## config.mk

```make
export PLATFORM = sky130hd
export DESIGN_NAME = fxmd_front_flat
export DESIGN_NICKNAME = d
export VERILOG_FILES = /design/src/hdl/fxmd_pkg.sv /design/src/hdl/fxmd_if.sv /design/src/hdl/fxmd_front.sv /design/src/flat_wrapper.sv
export SDC_FILE = /design/constraint.sdc
export NUM_CORES = 1
export LEC_CHECK = 0
export ABC_AREA = 1
export BUFFER_PORTS_ARGS = -buffer_cell sky130_fd_sc_hd__buf_2
export CAP_MARGIN = 20
export CORE_MARGIN = 2
export CORE_UTILIZATION = 45
export CTS_CLUSTER_DIAMETER = 150
export DETAILED_ROUTE_END_ITERATION = 10
export PLACE_DENSITY = 0.72
export SKIP_LAST_GASP = 1
export SYNTH_ARGS = -nofsm -noshare
export SYNTH_HDL_FRONTEND = slang
export SYNTH_SLANG_ARGS = --single-unit
```

## constraint.sdc

```tcl
create_clock -name clk -period 17.05 [get_ports clk]
set_input_delay 1.705 -clock clk [delete_from_list [all_inputs] [get_ports clk]]
set_output_delay 1.705 -clock clk [all_outputs]
set_load 0.05 [all_outputs]
```

## src/hdl/fxmd_pkg.sv

```systemverilog
// ----------------------------------------------------------------------------
// fxmd_pkg: shared types and constants for the fixed-point multiply/divide
// Operation codes, widths and the request/result structs.
// ----------------------------------------------------------------------------
`default_nettype none
package fxmd_pkg;
	localparam int FRAC_BITS   = 16;
	localparam int GUARD_SHIFT = 30 - FRAC_BITS;
	localparam int DW          = 32;
	localparam int QW          = DW + FRAC_BITS;
	localparam int QDEPTH      = 4;
	localparam int QAW         = $clog2(QDEPTH);

	typedef enum logic [1:0] {
		OP_MUL   = 2'd0,
		OP_MULSH = 2'd1,
		OP_DIV   = 2'd2,
		OP_SCALE = 2'd3
	} op_t;

	typedef struct packed {
		logic [1:0]           req_type;
		logic signed [DW-1:0] operand_a;
		logic signed [DW-1:0] operand_b;
		logic signed [DW-1:0] operand_c;
		logic [5:0]           shift_amount;
	} req_t;

	typedef struct packed {
		logic signed [DW-1:0] result;
		logic                 saturated;
	} rsp_t;

	// classified request passed from front to back
	typedef struct packed {
		logic                 is_div;    // needs a divide at the end
		logic                 pre_mul;   // divide input comes from a product
		logic [5:0]           shift;
		logic signed [DW-1:0] a;
		logic signed [DW-1:0] b;
		logic signed [DW-1:0] c;
	} cmd_t;

	function automatic logic [DW-1:0] mag(input logic [DW-1:0] v);
		return v[DW-1] ? (~v + 1'b1) : v;
	endfunction
endpackage
`default_nettype wire

```

## src/hdl/fxmd_if.sv

```systemverilog
// ----------------------------------------------------------------------------
// fxmd_req_if / fxmd_rsp_if: valid/ready channels
// One interface per payload type, each with source and sink modports.
// ----------------------------------------------------------------------------
`default_nettype none
interface fxmd_req_if import fxmd_pkg::*; ();
	logic valid;
	logic ready;
	req_t data;
	modport source (output valid, output data, input ready);
	modport sink (input valid, input data, output ready);
endinterface

`default_nettype wire

```

## src/hdl/fxmd_front.sv

```systemverilog
// ----------------------------------------------------------------------------
// fxmd_front: request classification and command queue
// Decodes the operation into a command and buffers it for the back end.
// ----------------------------------------------------------------------------
`default_nettype none
module fxmd_front import fxmd_pkg::*; (
	input  wire logic clk,
	input  wire logic arst_n,
	fxmd_req_if.sink  req,
	output cmd_t      cmd,
	output logic      cmd_valid,
	input  wire logic cmd_ready
);
	cmd_t             mem_q [QDEPTH];
	logic [QAW-1:0]   wptr_q, rptr_q;
	logic [QAW:0]     cnt_q;
	cmd_t             dec;
	logic             push, pop;

	always_comb begin
		dec.a       = req.data.operand_a;
		dec.b       = req.data.operand_b;
		dec.c       = req.data.operand_c;
		dec.shift   = 6'(FRAC_BITS);
		dec.is_div  = 1'b0;
		dec.pre_mul = 1'b1;
		case (op_t'(req.data.req_type))
			OP_MUL: ;
			OP_MULSH: dec.shift = req.data.shift_amount;
			OP_DIV: begin
				dec.is_div  = 1'b1;
				dec.pre_mul = 1'b0;
			end
			OP_SCALE: dec.is_div = 1'b1;
			default: ;
		endcase
	end

	assign req.ready = (cnt_q != (QAW+1)'(QDEPTH));
	assign push      = req.valid && req.ready;
	assign cmd_valid = (cnt_q != '0);
	assign pop       = cmd_valid && cmd_ready;
	assign cmd       = mem_q[rptr_q];

	always_ff @(posedge clk) begin
		if (push) mem_q[wptr_q] <= dec;
	end

	always_ff @(posedge clk or negedge arst_n) begin
		if (!arst_n) begin
			wptr_q <= '0;
			rptr_q <= '0;
			cnt_q  <= '0;
		end else begin
			if (push) wptr_q <= wptr_q + 1'b1;
			if (pop) rptr_q <= rptr_q + 1'b1;
			cnt_q <= cnt_q + (QAW+1)'(push) - (QAW+1)'(pop);
		end
	end
endmodule
`default_nettype wire

```

## src/flat_wrapper.sv

```systemverilog
// flat-port wrapper written by rule: the top's interface ports become plain ports
module fxmd_front_flat import fxmd_pkg::*;
  (clk, arst_n, cmd, cmd_valid, cmd_ready, req_valid, req_data, req_ready);
  fxmd_req_if req_i ();
  input  wire logic clk;
  input  wire logic arst_n;
  output cmd_t cmd;
  output logic cmd_valid;
  input  wire logic cmd_ready;
  input wire logic [$bits(req_i.valid)-1:0] req_valid;
  input wire logic [$bits(req_i.data)-1:0] req_data;
  output wire logic [$bits(req_i.ready)-1:0] req_ready;
  assign req_i.valid = req_valid;
  assign req_i.data = req_data;
  assign req_ready = req_i.ready;
  fxmd_front u_core (.clk(clk), .arst_n(arst_n), .req(req_i), .cmd(cmd), .cmd_valid(cmd_valid), .cmd_ready(cmd_ready));
endmodule
```

==> results.py, run 1 <==
metrics = {
    "timing": {
        "setup_viol": 0,
        "fin_tns_setup_ns": 0,
        "rsz0062_at_grt": "false",
        "max_slew_margin": 0.346,
        "period_share": 0.324,
        "fin_skew_ns": 0.0234,
        "hold_violations": 0,
        "fin_crit_ns": 5.52,
        "fmax_ghz": 0.181,
        "max_slew.worst_pin.slew_ns": 0.981,
        "finalMaxSlewViolations": 0,
    },
    "synthesis": {
        "yosysSeqAreaShare": 0.754,
        "synth_nets": 1509,
        "ys_warn_count": 0,
        "ys_types": 17,
        "synth_cells": 1394,
        "synth_seq_cells": 423,
        "synth_area_sq_mm": 0.0168,
        "syn_avg_cell_area_sq_um": 12.1,
    },
    "cts": {
        "cts_resized": 0,
        "cts.sinks": 423,
        "clk_pin_slew_ns": 0.06,
        "h-tree-depth": 2,
        "cts_hold_buf": 0,
        "max-clock-path-buffers": 3,
        "cts_tree": "built",
        "cts_buffers": 42,
        "clk_latency_ns": 0.55,
        "cts-root-buf": "clkbuf_16",
        "postCtsSetupBuffers": 0,
    },
    "floorplanning": {
        "die_w_um": 197,
        "rows": 70,
        "die_area_sq_mm": 0.0389,
        "start_util": 0.458,
        "io_pins": 214,
        "fp.dieH_um": 197,
        "core_sq_mm": 0.0367,
    },
    "min_path": {
        "hp-class": "reg -> reg",
        "min_from": "u_core.wptr_q[1]",
        "min_to": "u_core.wptr_q[1]",
        "hold_depth": 2,
    },
    "worst_setup_path": {
        "reg2regPathDepth": 6,
        "cp_slowest_stage_delay_ns": 0.99,
        "critPathBufInv": 3,
        "r2r_start": "u_core.cnt_q[1]",
        "r2r_slack_ns": 13.60,
        "path_cells": "buf_4 > buf_4 > nor2_1 > nor2_1 > o21ai_0 > nand2_1 > buf_2",
        "endpoint_kind": "output pin",
        "crit_path_max_fanout": 98,
        "rr_endpoint": "u_core.mem_q[2][53]",
        "critPathTopFamily": "buffers and inverters",
        "critPathLaunchType": "register",
        "arrival_ns": 3.82,
        "worst_path_max_delay_cell": "dfrtp_4",
        "crit_type": "reg -> out",
        "cp.required_ns": 15.34,
    },
    "detailed_routing": {
        "drt_first_iter_violations": 610,
        "drc": 0,
        "wl_per_cell_um": 16.3,
        "num_vias": 10330,
        "drtAntennaViolNets": 0,
        "routed_wl_mm": 34.1,
        "dr.pass1.iters": 5,
        "viasPerCell": 4.93,
    },
    "placed_design": {
        "gp_congestion": 0.743,
        "dpl_cell_area_sq_mm": 0.0182,
        "port-buffer-count": 213,
        "dp_hpwl_mm": 19.1,
    },
    "global_routing": {
        "groute.usage.overall": 0.176,
        "grt_pass1_vias": 10151,
        "grt_overflow": 0,
        "grt_pass1_wl_mm": 52.9,
        "grt_antenna_before_repair": 4,
        "grt_max_degree": 122,
    },
    "cells_and_area": {
        "final_area_sq_mm": 0.0196,
        "final_cell_mix": "edfxtp_1 (416), nand2_1 (332), nor2_1 (214)",
        "multiInputGateArea_sq_mm": 0.00327,
        "final_common_cell": "edfxtp_1",
        "seqCellArea_sq_mm": 0.0127,
        "fillers": 3096,
        "drive_gt1_frac": 0.179,
        "areaGrowthSynthToFinish_pct": 16.5,
        "nets": 1708,
    },
    "pwr": {
        "leakage_nw": 7.84,
        "ir_drop_v": 0.000176,
        "power_density_mw_per_mm2": 206,
    },
    "run": {
        "cap_violations": 0,
    },
    "outcome": {
        "status": "finished clean",
    },
}
synthesized netlist by cell type:
cell	n	area, sq um
inv_2	1	3.75
edfxtp_1	416	12500
nand3_1	5	25.0
or2_2	2	12.5
dfrtp_1	7	175
fa_1	1	20.0
inv_1	127	477
buf_2	14	70.1
buf_6	14	158
o21ai_0	150	751
ha_1	6	75.1
buf_1	4	15.0
nand2_1	332	1250
buf_4	7	52.6
o21ai_1	58	290
clkbuf_1	32	120
nor2_1	218	818
cell type report:
class                           count  share of cell area
Inverter                          128              0.0249
Sequential cell                   423               0.647
Tap cell                          468              0.0299
Clock buffer                       52              0.0589
Timing Repair Buffer              226              0.0595
Antenna cell                        2            0.000256
Multi-Input combinational cell    772               0.167
Clock inverter                     25              0.0121
worst register-to-register path, stage by stage (launching register included):
cell and delay [ns]:
dfrtp_1 0.42, nor2_1 0.09, nand2_1 0.11, nand2_1 0.29
nor2_4 0.77, buf_4 0.53, buf_4 0.80
sequential cells by signal, indices dropped and copies added (netlist names):
signal / cells
u_core.wptr_q: 2
u_core.rptr_q: 2
u_core.cnt_q: 3
u_core.mem_q: 416
routing by layer:
metal  GRT usage  up-vias  part of all wire
li1            -     5071                 -
met1       0.232     4902              0.43
met2       0.293      303              0.48
met3      0.0446       48             0.075
met4      0.0465        6             0.015
met5           0        -            0.0013
how the worst max path moves through the flow:
stage / end / from / slack, ns / cells past startpoint
6_report: cmd[3] / u_core.rptr_q[0] / 11.53 / 7
5_1_grt: cmd[62] / u_core.rptr_q[0] / 11.11 / 7
4_1_cts: cmd[3] / u_core.rptr_q[0] / 11.42 / 7
3_5_place_dp: cmd[77] / u_core.rptr_q[0] / 12.06 / 7
3_3_place_gp: cmd[3] / u_core.rptr_q[0] / 12.08 / 7
2_1_floorplan: u_core.mem_q[0][0] / req_valid / 10.27 / 2
stage by stage:
stage	utilization	hold slack [ns]	setup WS, ns	power [mW]	instances
3_3_place_gp	0.495	0.520	12.08	3.13	2017
5_1_grt	0.533	0.585	11.11	4.27	2094
3_5_place_dp	0.495	0.533	12.06	3.16	2017
4_1_cts	0.533	0.548	11.42	4.09	2094
2_1_floorplan	-	0.441	10.27	2.79	1394
6_report	0.533	0.543	11.53	4.04	2096
where the power goes:
part           total, mW  leakage (nW)  internal [mW]  switching, mW
sequential          1.44          3.89           1.37         0.0739
combinational       1.67          3.28          0.345           1.33
clock              0.919         0.671          0.554          0.366
total               4.04          7.84           2.27           1.77
logic make-up (layout without fill, tap and decap cells):
| family | after synthesis | in the layout | synth area share |
|---|---|---|---|
| buffers and inverters | 199 | 431 | 0.0533 |
| and+or+nand+nor | 557 | 557 | 0.125 |
| DFF | 423 | 423 | 0.754 |
| other | 0 | 2 | 0 |
| adders and majority gates | 7 | 7 | 0.00566 |
| AOI/OAI and AO/OA | 208 | 208 | 0.0620 |
Power figures use the tool's default switching activity.
==> inputs of run 2 (changes only) <==
--- a/config.mk
+++ b/config.mk
@@ -12,7 +12,7 @@
 export CORE_UTILIZATION = 45
 export CTS_CLUSTER_DIAMETER = 150
 export DETAILED_ROUTE_END_ITERATION = 10
-export PLACE_DENSITY = 0.72
+export PLACE_DENSITY = 0.74
 export SKIP_LAST_GASP = 1
 export SYNTH_ARGS = -nofsm -noshare
 export SYNTH_HDL_FRONTEND = slang
==> constraint.sdc (replaced) <==
create_clock -name clk -period 5 [get_ports clk]
set_input_delay 0.5 -clock clk [delete_from_list [all_inputs] [get_ports clk]]
set_output_delay 0.5 -clock clk [all_outputs]
set_load 0.05 [all_outputs]
==> results.py, run 2 (synthesis results as in run 1) <==
metrics = {
    "cts": {
        "cts_tree": "built",
        "cts-root-buf": "clkbuf_16",
        "max-clock-path-buffers": 3,
        "postCtsSetupBuffers": 0,
        "h-tree-depth": 2,
        "cts.sinks": 423,
        "cts_buffers": 43,
        "clk_latency_ns": 0.55,
        "clk_pin_slew_ns": 0.06,
    },
    "cells_and_area": {
        "fillers": 3000,
        "drive_gt1_frac": 0.179,
        "multiInputGateArea_sq_mm": 0.00327,
        "largest_register_ffs": 416,
        "final_area_sq_mm": 0.0195,
        "seqCellArea_sq_mm": 0.0127,
        "final_cell_mix": "edfxtp_1 (416), nand2_1 (332), nor2_1 (214)",
        "nets": 1709,
        "layout.cells.non_filler": 2094,
        "final_common_cell": "edfxtp_1",
        "reg_top3": "u_core.mem_q (416), u_core.cnt_q (3)",
        "areaGrowthSynthToFinish_pct": 16.3,
        "top_register": "u_core.mem_q",
    },
    "floorplanning": {
        "io_pins": 214,
        "die_w_um": 197,
        "fp.dieH_um": 197,
        "start_util": 0.458,
        "die_area_sq_mm": 0.0389,
        "rows": 70,
        "core_sq_mm": 0.0367,
    },
    "worst_setup_path": {
        "crit_path_max_fanout": 66,
        "arrival_ns": 3.19,
        "crit_type": "reg -> out",
        "critPathLaunchType": "register",
        "cp.required_ns": 4.50,
        "endpoint_kind": "output pin",
    },
    "global_routing": {
        "grt_pass1_wl_mm": 52.9,
        "grt_antenna_before_repair": 6,
        "grt_overflow": 0,
        "grt_pass1_vias": 10332,
        "grt_max_degree": 190,
        "groute.usage.overall": 0.174,
    },
    "placed_design": {
        "dp_hpwl_mm": 19.1,
        "dp_cells": 2016,
        "dp_slack_ns": 1.86,
        "gp_congestion": 0.739,
        "dpl_cell_area_sq_mm": 0.0183,
        "port-buffer-count": 213,
    },
    "timing": {
        "fin_skew_ns": 0.00712,
        "finalMaxSlewViolations": 0,
        "rsz0062_at_grt": "false",
        "fin_tns_setup_ns": 0,
        "fin_hold_ws_ns": 0.164,
        "final.setup.worst_slack_ns": 1.31,
        "max_slew_margin": 0.273,
        "fmax_ghz": 0.271,
        "max_slew.worst_pin.slew_ns": 1.09,
        "period_share": 0.738,
        "hold_violations": 0,
        "fin_crit_ns": 3.69,
        "setup_viol": 0,
    },
    "detailed_routing": {
        "routed.top_layer": "met5",
        "wl_per_cell_um": 16.1,
        "drc": 0,
        "drtAntennaViolNets": 0,
        "wl_met2_mm": 16.2,
        "dr_wl_met3_mm": 2.49,
        "drt_first_iter_violations": 574,
        "dr.pass1.iters": 5,
        "routed_wl_mm": 33.7,
        "num_vias": 10305,
        "wl_met1_mm": 14.2,
        "viasPerCell": 4.92,
    },
    "min_path": {
        "hp-class": "in -> reg",
    },
    "outcome": {
        "status": "finished clean",
    },
    "run": {
        "cap_violations": 0,
    },
    "pwr": {
        "ir_drop_v": 0.000521,
        "leakage_nw": 7.82,
        "p_int_mw": 7.56,
        "power_density_mw_per_mm2": 695,
        "p_seq_frac": 0.358,
        "switching_power_mw": 6.03,
        "p_comb_frac": 0.427,
        "pwr-share-clk": 0.215,
        "swShare": 0.444,
    },
}
==> run 2: path summary, 6_finish.rpt <==
kind / startpoint / end / slack [ns] / cells after the start
setup / recovery: u_core.rptr_q[0] / cmd[10] / 1.31 / 5
hold / removal: req_data[93] / u_core.mem_q[2][87] / 0.16 / 1
setup reg to reg: u_core.cnt_q[1] / u_core.mem_q[1][67] / 2.31 / 5
hold reg to reg: u_core.wptr_q[0] / u_core.wptr_q[0] / 0.54 / 2
max in group asynchronous: arst_n / u_core.rptr_q[0] / 4.50 / 2
min in group asynchronous: arst_n / u_core.rptr_q[1] / 0.32 / 2
==> run 2: per-layer routing <==
metal | vias to the layer above | GRT usage
met5 | - | 0
met2 | 284 | 0.299
li1 | 5084 | -
met4 | 8 | 0.0571
met3 | 64 | 0.0558
met1 | 4865 | 0.207
==> run 2: timing repair <==
action / 4_1_cts / 5_1_grt
endpoints found under the hold margin: 7 / 0
hold buffers: 1 / 0
gates resized for setup: 0 / 0
==> run 2: worst max-delay path, stage by stage (launching register included) <==
cell	delay, ns
dfrtp_4	0.74
clkinv_2	0.63
buf_4	0.60
o21ai_0	0.28
nand2_1	0.11
buf_2	0.22
==> run 2: layout make-up <==
class / instances / share of cell area
Inverter: 128 / 0.0249
Multi-Input combinational cell: 772 / 0.167
Clock inverter: 20 / 0.00595
Timing Repair Buffer: 226 / 0.0641
Tap cell: 468 / 0.0300
Sequential cell: 423 / 0.648
Clock buffer: 53 / 0.0591
Antenna cell: 4 / 0.000512
==> run 2: metrics by stage <==
stage                util  total power, mW
floorplan               -             9.51
global placement    0.497             10.7
detailed placement  0.497             10.8
CTS                 0.532             13.8
global route        0.533             14.4
finish              0.533             13.6
==> run 2: power groups by stage <==
| stage | logic (mW) | registers [mW] | clock network [mW] |
|---|---|---|---|
| 2_1_floorplan | 4.55 | 4.96 | 0 |
| 3_3_place_gp | 5.78 | 4.91 | 0 |
| 3_5_place_dp | 5.86 | 4.94 | 0 |
| 4_1_cts | 5.88 | 4.86 | 3.00 |
| 5_1_grt | 6.32 | 4.92 | 3.13 |
| 6_report | 5.80 | 4.86 | 2.93 |
